<file path="config.mk">
export PLATFORM = sky130hd
export DESIGN_NAME = sem_ctrl
export DESIGN_NICKNAME = d
export VERILOG_FILES = /design/src/rtl/sem_pkg.sv /design/src/rtl/sem_ctrl.sv
export SDC_FILE = /design/constraint.sdc
export NUM_CORES = 1
export LEC_CHECK = 0
export ABC_AREA = 1
export ABC_CLOCK_PERIOD_IN_PS = 3300
export BUFFER_PORTS_ARGS = -buffer_cell sky130_fd_sc_hd__buf_2
export CAP_MARGIN = 20
export CORE_MARGIN = 4
export CORE_UTILIZATION = 30
export CTS_BUF_LIST = sky130_fd_sc_hd__clkbuf_16
export DETAILED_ROUTE_END_ITERATION = 7
export HOLD_SLACK_MARGIN = 0.06
export PLACE_DENSITY_LB_ADDON = 0.25
export SKIP_LAST_GASP = 1
export SYNTH_ARGS = -nofsm -noshare
export SYNTH_HDL_FRONTEND = slang
export SYNTH_SLANG_ARGS = --single-unit
</file>
<file path="constraint.sdc">
create_clock -name clk -period 3.3 [get_ports clk]
set_input_delay 0.66 -clock clk [delete_from_list [all_inputs] [get_ports clk]]
set_output_delay 0.66 -clock clk [all_outputs]
set_load 0.05 [all_outputs]
</file>
<file path="src/rtl/sem_pkg.sv">
// Shared widths, finalize step codes and controller/datapath bundles.
`default_nettype none

package sem_pkg;

  localparam int SAMPLE_W    = 24;
  localparam int CNT_W       = 15;
  localparam int MAX_SAMPLES = 16384;
  localparam int ERR_W       = SAMPLE_W + 1;
  localparam int SQE_W       = 63;
  localparam int ABS_W       = 39;
  localparam int SUM_W       = 38;
  localparam int SQ_W        = 61;
  localparam int CROSS_W     = 62;

  localparam int MUL_W       = 76;
  localparam int PROD_W      = 2 * MUL_W;
  localparam int DIFF_W      = MUL_W + 1;
  localparam int DIV_W       = 182;
  localparam int QUO_W       = SQE_W;
  localparam int STEP_W      = $clog2(QUO_W + 1);
  localparam int ROOT_IN_W   = 64;
  localparam int ROOT_OUT_W  = 32;
  localparam int ROOT_STEPS  = 32;

  localparam int MSE_W       = 49;
  localparam int RMS_W       = 25;
  localparam int MAE_W       = 24;
  localparam int CORR_W      = 16;
  localparam int CORR_FRAC   = 15;
  localparam int CQ_W        = 2 * CORR_FRAC + 1;

  localparam int MSE_SHIFT   = SQE_W - 1;
  localparam int MAE_SHIFT   = ABS_W - 1;
  localparam int CORR_SHIFT  = 2 * CORR_FRAC;

  // Finalize steps, run in this order.
  typedef enum logic [3:0] {
    OP_MSE,
    OP_MAE,
    OP_RMS,
    OP_NXX,
    OP_XX,
    OP_NYY,
    OP_YY,
    OP_NXY,
    OP_XY,
    OP_NUM2,
    OP_DEN,
    OP_CDIV,
    OP_CROOT
  } op_t;

  typedef struct packed {
    logic load;
    logic square;
    logic accum;
    logic op_start;
    logic op_store;
    logic publish;
    op_t  op;
  } dp_cmd_t;

  typedef struct packed {
    logic last;
    logic op_done;
  } dp_stat_t;

endpackage

`default_nettype wire

</file>
<file path="src/rtl/sem_ctrl.sv">
// Controller: pair intake sequencing, finalize step sequencing and output valid.
`default_nettype none

module sem_ctrl import sem_pkg::*; (
  input  logic     clk,
  input  logic     rst_n,
  input  logic     in_valid,
  output logic     in_ready,
  output logic     out_valid,
  input  logic     out_ready,
  input  dp_stat_t stat,
  output dp_cmd_t  cmd
);

  typedef enum logic [2:0] {
    S_IDLE,
    S_SQUARE,
    S_ACCUM,
    S_START,
    S_WAIT,
    S_OUT
  } state_t;

  state_t state_r;
  op_t    op_r;
  logic   out_valid_r;

  always_comb begin
    cmd    = '0;
    cmd.op = op_r;
    unique case (state_r)
      S_IDLE:   cmd.load = in_valid;
      S_SQUARE: cmd.square = 1'b1;
      S_ACCUM:  cmd.accum = 1'b1;
      S_START:  cmd.op_start = 1'b1;
      S_WAIT:   cmd.op_store = stat.op_done;
      S_OUT:    cmd.publish = !out_valid_r || out_ready;
      default: ;
    endcase
  end

  always_ff @(posedge clk) begin
    if (!rst_n) begin
      state_r     <= S_IDLE;
      op_r        <= OP_MSE;
      out_valid_r <= 1'b0;
    end else begin
      if (cmd.publish) begin
        out_valid_r <= 1'b1;
      end else if (out_ready) begin
        out_valid_r <= 1'b0;
      end
      unique case (state_r)
        S_IDLE: begin
          if (in_valid) begin
            state_r <= S_SQUARE;
          end
        end
        S_SQUARE: state_r <= S_ACCUM;
        S_ACCUM: begin
          if (stat.last) begin
            op_r    <= OP_MSE;
            state_r <= S_START;
          end else begin
            state_r <= S_IDLE;
          end
        end
        S_START: state_r <= S_WAIT;
        S_WAIT: begin
          if (stat.op_done) begin
            if (op_r == OP_CROOT) begin
              state_r <= S_OUT;
            end else begin
              op_r    <= op_t'(op_r + 4'd1);
              state_r <= S_START;
            end
          end
        end
        S_OUT: begin
          if (cmd.publish) begin
            state_r <= S_IDLE;
          end
        end
        default: state_r <= S_IDLE;
      endcase
    end
  end

  assign in_ready  = (state_r == S_IDLE);
  assign out_valid = out_valid_r;

endmodule

`default_nettype wire
</file>
Word-level counts from Yosys, hierarchy flattened --
Index checks and enable logic that the tools add are counted.
Word-level totals: register bits after elaboration 8, input bits 6, logic and storage cells 40, output and inout bits 12
Operators by class: reduce and logical (&&, ||, !) cells 7, add/sub/neg operators 1, multiplexer cells 18, eq/ne operators 11
Operators with widths (number):
- one-hot mux 3 bit (6 select lines) | 1
- two-way mux 3 bit | 4
- two-way mux 4 bit | 3
- != test 2 bit, second input constant | 5
- two-way mux 1 bit | 8
- one-hot mux 4 bit (2 select lines) | 1
- equality test 3 x 2 -> 1 bit, second input constant | 2
- equality test 3 bit, second input constant | 2
- adder 4 x 1 -> 4 bit, second input constant | 1
- equality test 4 bit, second input constant | 1
- AND reduction 4 bit | 1
- nonzero test 2 bit | 2
- equality test 3 x 1 -> 1 bit, second input constant | 1
- logical NOT 3 bit | 1
- AND reduction 3 bit | 1
- two-way mux 2 bit | 1
- logical NOT 1 bit | 1
- logical OR 1 bit | 1

Depth between registers and ports, before layout --
Gate-level depths: netlist of run 1.
word-level depth 5, mapped depth 8, mapped depth without buffers 8

Worst setup path before layout of run 1 --
No wires, ideal clock.
path kind in2out, from input in_valid, to output cmd[9] (netlist name), cell stages on the path 2, path slack 0.871 ns, required time 2.640 ns, path buffers 0, data arrival time 1.769 ns, path through inv_1 -> nor3_1
RTL lines:
- start: declaration | line sem_ctrl.sv:7 | input logic in_valid,
- end: declaration | line sem_ctrl.sv:12 | output dp_cmd_t cmd

==> metrics.yaml, run 1 <==
min_path:
  holdCritStartpoint: "out_valid"
  holdCritPathClass: "register to register"
  worstHoldEndpoint: "out_valid"
  worst_hold_path.num_cells: 2
clock_tree:
  worst_skew_pair.late_latency_ns: 0.23
  tritoncts: "done"
  cts_made_buffers: 3
  post_cts.resized_instances: 0
  path_clk_slew_ns: 0.04
  cts_htree_levels: 1
  numClockSinks: 8
  ctsHoldBuffers: 0
  ctsLongestPathBuffers: 2
  root_buffer: "sky130_fd_sc_hd__clkbuf_16"
  cts_setup_buffers: 0
placed_design:
  buffer_ports.inserted: 17
  detailed_place.area_um2: 642
  placed_cells_incl_taps: 119
  gpl.final_weighted_congestion: 0.777
  dpl.hpwl_um: 939
critical_path:
  arrival_ns: 1.39
  largest_fanout_on_the_critical_path: 10
  r2r_end: "op_r[2]"
  start_kind: "register"
  timing.reg2reg.worst_path_depth: 8
  worst-setup-path-type: "register to primary output"
  cpPeakStageDelay_ns: 0.54
  max_stage_delay_cell_worst_path: "sky130_fd_sc_hd__dfxtp_1"
  reg2reg_slack_ns: 1.97
  critPathRequiredTime_ns: 2.64
  crit_chain: "nand3_1, a21oi_1, buf_2"
  worst_r2r_startpoint: "op_r[0]"
  setup.worst_path.end_class: "primary output"
synthesis:
  yosysTopAreaCell: "sky130_fd_sc_hd__dfxtp_1"
  synth.yosys.warnings: 0
  synth_area_per_cell_um2: 6.76
  yosysSeqAreaShare: 0.300
  syn_area_um2: 534
  netlist.area_leader.share: 0.300
  synthTopCellsByArea: "sky130_fd_sc_hd__dfxtp_1 (30%), sky130_fd_sc_hd__nand2_1 (9.1%), sky130_fd_sc_hd__nand3_1 (8.4%)"
  ys_seq_elements: 8
  postSynthNetCount: 87
  netlist_instances: 79
  post_synth_num_cell_types: 19
drt:
  drcViolationCount: 0
  drtPass1Iterations: 5
  viasPerCell: 4.56
  drtAntennaViolNets: 0
  dr_total_vias: 556
  first_iter_violations: 10
  detail_route.wl_per_cell_um: 10.0
  routed_wl_um: 1220
timing:
  rsz0062_at_grt: "false"
  final-setup-viol-count: 0
  timing.final.crit_period_ns: 2.05
  fmax_mhz: 488
  layout_worst_path_cycle_share: 0.620
  worstMarginPinSlew_ns: 0.384
  worst_slew_margin_rel: 0.743
  final.hold.worst_slack_ns: 0.506
  final_max_slew_viol_count: 0
  hold_violation_count_in_the_final_report: 0
  skew_ns: 0.00271
  final.setup.tns_ns: 0
global_routing:
  grt_use_total: 0.106
  grt_antenna_before_repair: 0
  first_pass_grt_wire_length_um: 2060
  globalRoute.totalOverflow: 0
  grt_pass1_vias: 484
  grt_start_max_net_pins: 11
outcome:
  status: "finished clean"
power_and_ir_drop:
  power_leakage_nw: 0.350
  vdd.ir_drop.worst_mv: 0.374
  power_per_cell_area_mw_per_mm2: 792
final_layout:
  final_cell_mix: "sky130_fd_sc_hd__buf_2 (17), sky130_fd_sc_hd__nand2_1 (13), sky130_fd_sc_hd__inv_1 (11)"
  share_of_post_route_cells_with_drive_strength_above_1: 0.337
  final-instance-count-excl-fill: 122
  design.final.nets: 108
  nFillCells: 164
  sequential_cell_area_um2: 160
  num_antenna_cells: 0
  area_delta_synth_final_pct: 34.2
  multi_input_comb_area_um2: 314
  final_cell_area_um2: 717
  finish.utilization: 0.450
  layout_commonest_cell: "sky130_fd_sc_hd__buf_2"
floorplan:
  die_area_mm2: 0.00252
  coreArea_mm2: 0.00159
  starting_density_of_the_core: 0.335
  die-height_um: 50.2
  die_x_um: 50.2
  boundaryPins: 18
  row_count: 14
flow_run:
  cap_violations: 0
## worst max path at each step
stage | slack, ns | depth (start not counted) | start | to
after floorplan | 0.87 | 2 | in_valid | cmd[9]
after global placement | 1.43 | 4 | in_valid | cmd[9]
after detailed placement | 1.43 | 4 | in_valid | cmd[9]
after CTS | 1.24 | 3 | state_r[2] | cmd[4]
after global routing | 1.14 | 3 | state_r[2] | cmd[4]
final | 1.25 | 3 | state_r[2] | cmd[4]
## cell usage after synthesis
master,n
sky130_fd_sc_hd__nand2_4,1
sky130_fd_sc_hd__nor3_1,3
sky130_fd_sc_hd__nor2_4,2
sky130_fd_sc_hd__nand4_1,1
sky130_fd_sc_hd__nor2_2,1
sky130_fd_sc_hd__dfxtp_1,8
sky130_fd_sc_hd__buf_4,1
sky130_fd_sc_hd__nor2_1,9
sky130_fd_sc_hd__nand3_1,9
sky130_fd_sc_hd__nor3_2,1
sky130_fd_sc_hd__ha_1,2
sky130_fd_sc_hd__a21oi_1,8
sky130_fd_sc_hd__nand2_1,13
sky130_fd_sc_hd__nand4_2,1
sky130_fd_sc_hd__inv_2,3
sky130_fd_sc_hd__o21ai_1,1
sky130_fd_sc_hd__nand2_2,2
sky130_fd_sc_hd__inv_1,11
sky130_fd_sc_hd__nand3_2,2
## logic make-up after synthesis
| logic type | synth area share |
|---|---|
| adders and majority gates | 0.0468 |
| buffers and inverters | 0.112 |
| AOI/OAI and AO/OA | 0.0843 |
| DFF | 0.300 |
| and+or+nand+nor | 0.457 |
## layer usage
metal / global-route usage / vias to the layer above / wire length (um)
met1: 0.141 / 244 / 559
met3: 0.00888 / 5 / 60
met2: 0.159 / 16 / 569
met5: 0 / - / 0
met4: 0.0829 / 0 / 34
li1: - / 291 / -
## cell type report
| type | count | area share |
|---|---|---|
| Multi-Input combinational cell | 56 | 0.438 |
| Tap cell | 24 | 0.0419 |
| Inverter | 14 | 0.0733 |
| Sequential cell | 8 | 0.223 |
| Clock buffer | 3 | 0.105 |
| Timing Repair Buffer | 17 | 0.119 |
## state kept, by name, indices dropped and copies added (netlist names)
name       flops
op_r           4
out_valid      1
state_r        3
## through the flow
stage,power (mW),worst slack (ns)
2_1_floorplan,0.325,0.871
3_3_place_gp,0.367,1.43
3_5_place_dp,0.368,1.43
4_1_cts,0.572,1.24
5_1_grt,0.601,1.14
6_report,0.568,1.25
## critical path: cells and delay by family, from the launching register on
family          cells  cell delay, ns
compound gates      1            0.14
buf+inv             1            0.28
flops               1            0.54
simple gates        1            0.19
## where the power goes
part	internal, mW	switching, mW	leakage, nW
combinational	0.0584	0.172	0.248
clock	0.156	0.0457	0.0370
sequential	0.111	0.0248	0.0651
total	0.326	0.242	0.350
Note: power is estimated with default switching activity, not from simulation.
==> run 2: changes to the inputs <==
--- a/config.mk
+++ b/config.mk
@@ -6,7 +6,7 @@
 export NUM_CORES = 1
 export LEC_CHECK = 0
 export ABC_AREA = 1
-export ABC_CLOCK_PERIOD_IN_PS = 3300
+export ABC_CLOCK_PERIOD_IN_PS = 1810
 export BUFFER_PORTS_ARGS = -buffer_cell sky130_fd_sc_hd__buf_2
 export CAP_MARGIN = 20
 export CORE_MARGIN = 4
==> constraint.sdc (replaced) <==
create_clock -name clk -period 1.81 [get_ports clk]
set_input_delay 0.362 -clock clk [delete_from_list [all_inputs] [get_ports clk]]
set_output_delay 0.362 -clock clk [all_outputs]
set_load 0.05 [all_outputs]
==> metrics.yaml, run 2 (same netlist as run 1, synthesis figures left out) <==
critical_path:
  setup.worst_path.end_class: "primary output"  # unchanged
  start_kind: "register"  # unchanged
  worst-setup-path-type: "register to primary output"  # unchanged
  cpPeakStageDelay_ns: 0.46  # was 0.54 ns
  arrival_ns: 1.27  # was 1.39 ns
  critPathRequiredTime_ns: 1.45  # was 2.64 ns
  crit_chain: "nand3_1, a21oi_1, buf_2"  # unchanged
  max_stage_delay_cell_worst_path: "sky130_fd_sc_hd__dfxtp_1"  # unchanged
  largest_fanout_on_the_critical_path: 6  # was 10
placed_design:
  gpl.final_weighted_congestion: 0.789  # was 0.777
  dpl.hpwl_um: 985  # was 939 um
  buffer_ports.inserted: 17  # unchanged
  placed_cells_incl_taps: 120  # was 119
clock_tree:
  path_clk_slew_ns: 0.04  # about the same
  numClockSinks: 8  # unchanged
  ctsLongestPathBuffers: 2  # unchanged
  post_cts.resized_instances: 0  # unchanged
  tritoncts: "done"  # unchanged
  cts_htree_levels: 1  # unchanged
  worst_skew_pair.late_latency_ns: 0.23  # about the same
  cts_setup_buffers: 0  # unchanged
  root_buffer: "sky130_fd_sc_hd__clkbuf_16"  # unchanged
  cts_made_buffers: 3  # unchanged
  ctsHoldBuffers: 0  # unchanged
final_layout:
  design.final.nets: 109  # was 108
  sequential_cell_area_um2: 160  # unchanged
  share_of_post_route_cells_with_drive_strength_above_1: 0.374  # was 0.337
  regMostFlops: "op_r"  # unchanged
  final_cell_mix: "sky130_fd_sc_hd__buf_2 (17), sky130_fd_sc_hd__nand2_1 (13), sky130_fd_sc_hd__inv_1 (11)"  # unchanged
  largest_register_ffs: 4  # unchanged
  layout_commonest_cell: "sky130_fd_sc_hd__buf_2"  # unchanged
  final-instance-count-excl-fill: 123  # was 122
  nFillCells: 152  # was 164
  area_delta_synth_final_pct: 38.4  # was 34.2%
  multi_input_comb_area_um2: 329  # was 314 um2
  num_antenna_cells: 0  # unchanged
floorplan:
  die_area_mm2: 0.00252  # unchanged
  starting_density_of_the_core: 0.335  # unchanged
  coreArea_mm2: 0.00159  # unchanged
  row_count: 14  # unchanged
  boundaryPins: 18  # unchanged
  die-height_um: 50.2  # unchanged
  die_x_um: 50.2  # unchanged
outcome:
  status: "finished clean"  # unchanged
timing:
  rsz0062_at_grt: "false"  # unchanged
  final-setup-viol-count: 0  # unchanged
  hold_violation_count_in_the_final_report: 0  # unchanged
  final_max_slew_viol_count: 0  # unchanged
  worstMarginPinSlew_ns: 0.262  # was 0.384 ns
  skew_ns: 0.00254  # was 0.00271 ns
  worst_slew_margin_rel: 0.825  # was 0.743
  timing.final.crit_period_ns: 1.63
  layout_worst_path_cycle_share: 0.901
  final.setup.tns_ns: 0  # unchanged
  final.hold.worst_slack_ns: 0.397  # was 0.506 ns
  fmax_mhz: 613
power_and_ir_drop:
  pwr-share-clk: 0.350  # was 0.355
  power_per_cell_area_mw_per_mm2: 1440  # was 792 mW/mm2
  power_report.internal_total_mw: 0.603  # was 0.326 mW
  power.share.combinational: 0.419  # was 0.405
  power.switching_fraction: 0.432  # was 0.427
  power_leakage_nw: 0.363  # was 0.350 nW
  vdd.ir_drop.worst_mv: 0.825  # was 0.374 mV
  switchingPower_mw: 0.459  # was 0.242 mW
  sequential_group_share_of_total_power: 0.232  # was 0.239
drt:
  drcViolationCount: 0  # unchanged
  dr_total_vias: 560  # was 556
  viasPerCell: 4.55  # was 4.56
  routed_wl_um: 1290  # was 1220 um
  first_iter_violations: 7  # was 10
  detail_route.wl_per_cell_um: 10.5  # was 10.0 um
  drtPass1Iterations: 4  # was 5
  drtAntennaViolNets: 0  # unchanged
global_routing:
  globalRoute.totalOverflow: 0  # unchanged
  grt_use_total: 0.103  # was 0.106
  grt_antenna_before_repair: 0  # unchanged
  grt_start_max_net_pins: 9  # was 11
  grt_pass1_vias: 479  # was 484
  first_pass_grt_wire_length_um: 2010  # was 2060 um
flow_run:
  cap_violations: 0  # unchanged
min_path:
  holdCritPathClass: "input port to register"  # was register to register
run 2: cell types whose count changed in the layout (fill, tap and decap cells not counted), sizes merged:
cell | before | now
buf | 17 | 18
run 2: power groups by stage:
stage	Combinational (mW)	Clock [mW]	Sequential (mW)
finish	0.445	0.371	0.246
global route	0.477	0.380	0.249
CTS	0.447	0.368	0.246
detailed placement	0.443	0	0.249
global placement	0.438	0	0.248
floorplan	0.344	0	0.261
run 2: critical path, delay by kind of cell (launching register included):
family                 cells  cell delay, ns
AOI/OAI and AO/OA          1            0.13
buffers and inverters      1            0.27
DFF                        1            0.46
and+or+nand+nor            1            0.17
run 2: cell type report:
| class | count | share of cell area |
|---|---|---|
| well taps | 24 | 0.0406 |
| flip-flops and latches | 8 | 0.217 |
| repair buffers | 18 | 0.125 |
| clock buffers | 3 | 0.102 |
| multi-input cells | 56 | 0.445 |
| inverters | 14 | 0.0711 |
run 2: routing by layer:
metal | part of all wire | GRT usage | vias up | wire length, um
li1 | - | - | 291 | -
met1 | 0.46 | 0.127 | 254 | 593
met2 | 0.48 | 0.161 | 10 | 623
met3 | 0.030 | 0.0207 | 5 | 39
met4 | 0.025 | 0.0691 | 0 | 32
met5 | 0 | 0 | - | 0
run 2: path summary, 6_finish.rpt:
kind                                  from  slack, ns        end  depth (start not counted)
worst max-delay path            state_r[2]       0.18     cmd[4]                          3
worst min-delay path                 rst_n       0.40    op_r[0]                          3
worst max register to register     op_r[0]       0.49    op_r[1]                          8
worst min register to register   out_valid       0.52  out_valid                          2
run 2: stage by stage:
stage                      util  setup slack, ns  total power, mW  area [um2]
final                     0.464            0.179             1.06         739
after floorplan               -           0.0922            0.605         549
after global placement    0.417            0.440            0.686         664
after global routing      0.464           0.0676             1.11         739
after CTS                 0.464            0.168             1.06         739
after detailed placement  0.417            0.418            0.692         664
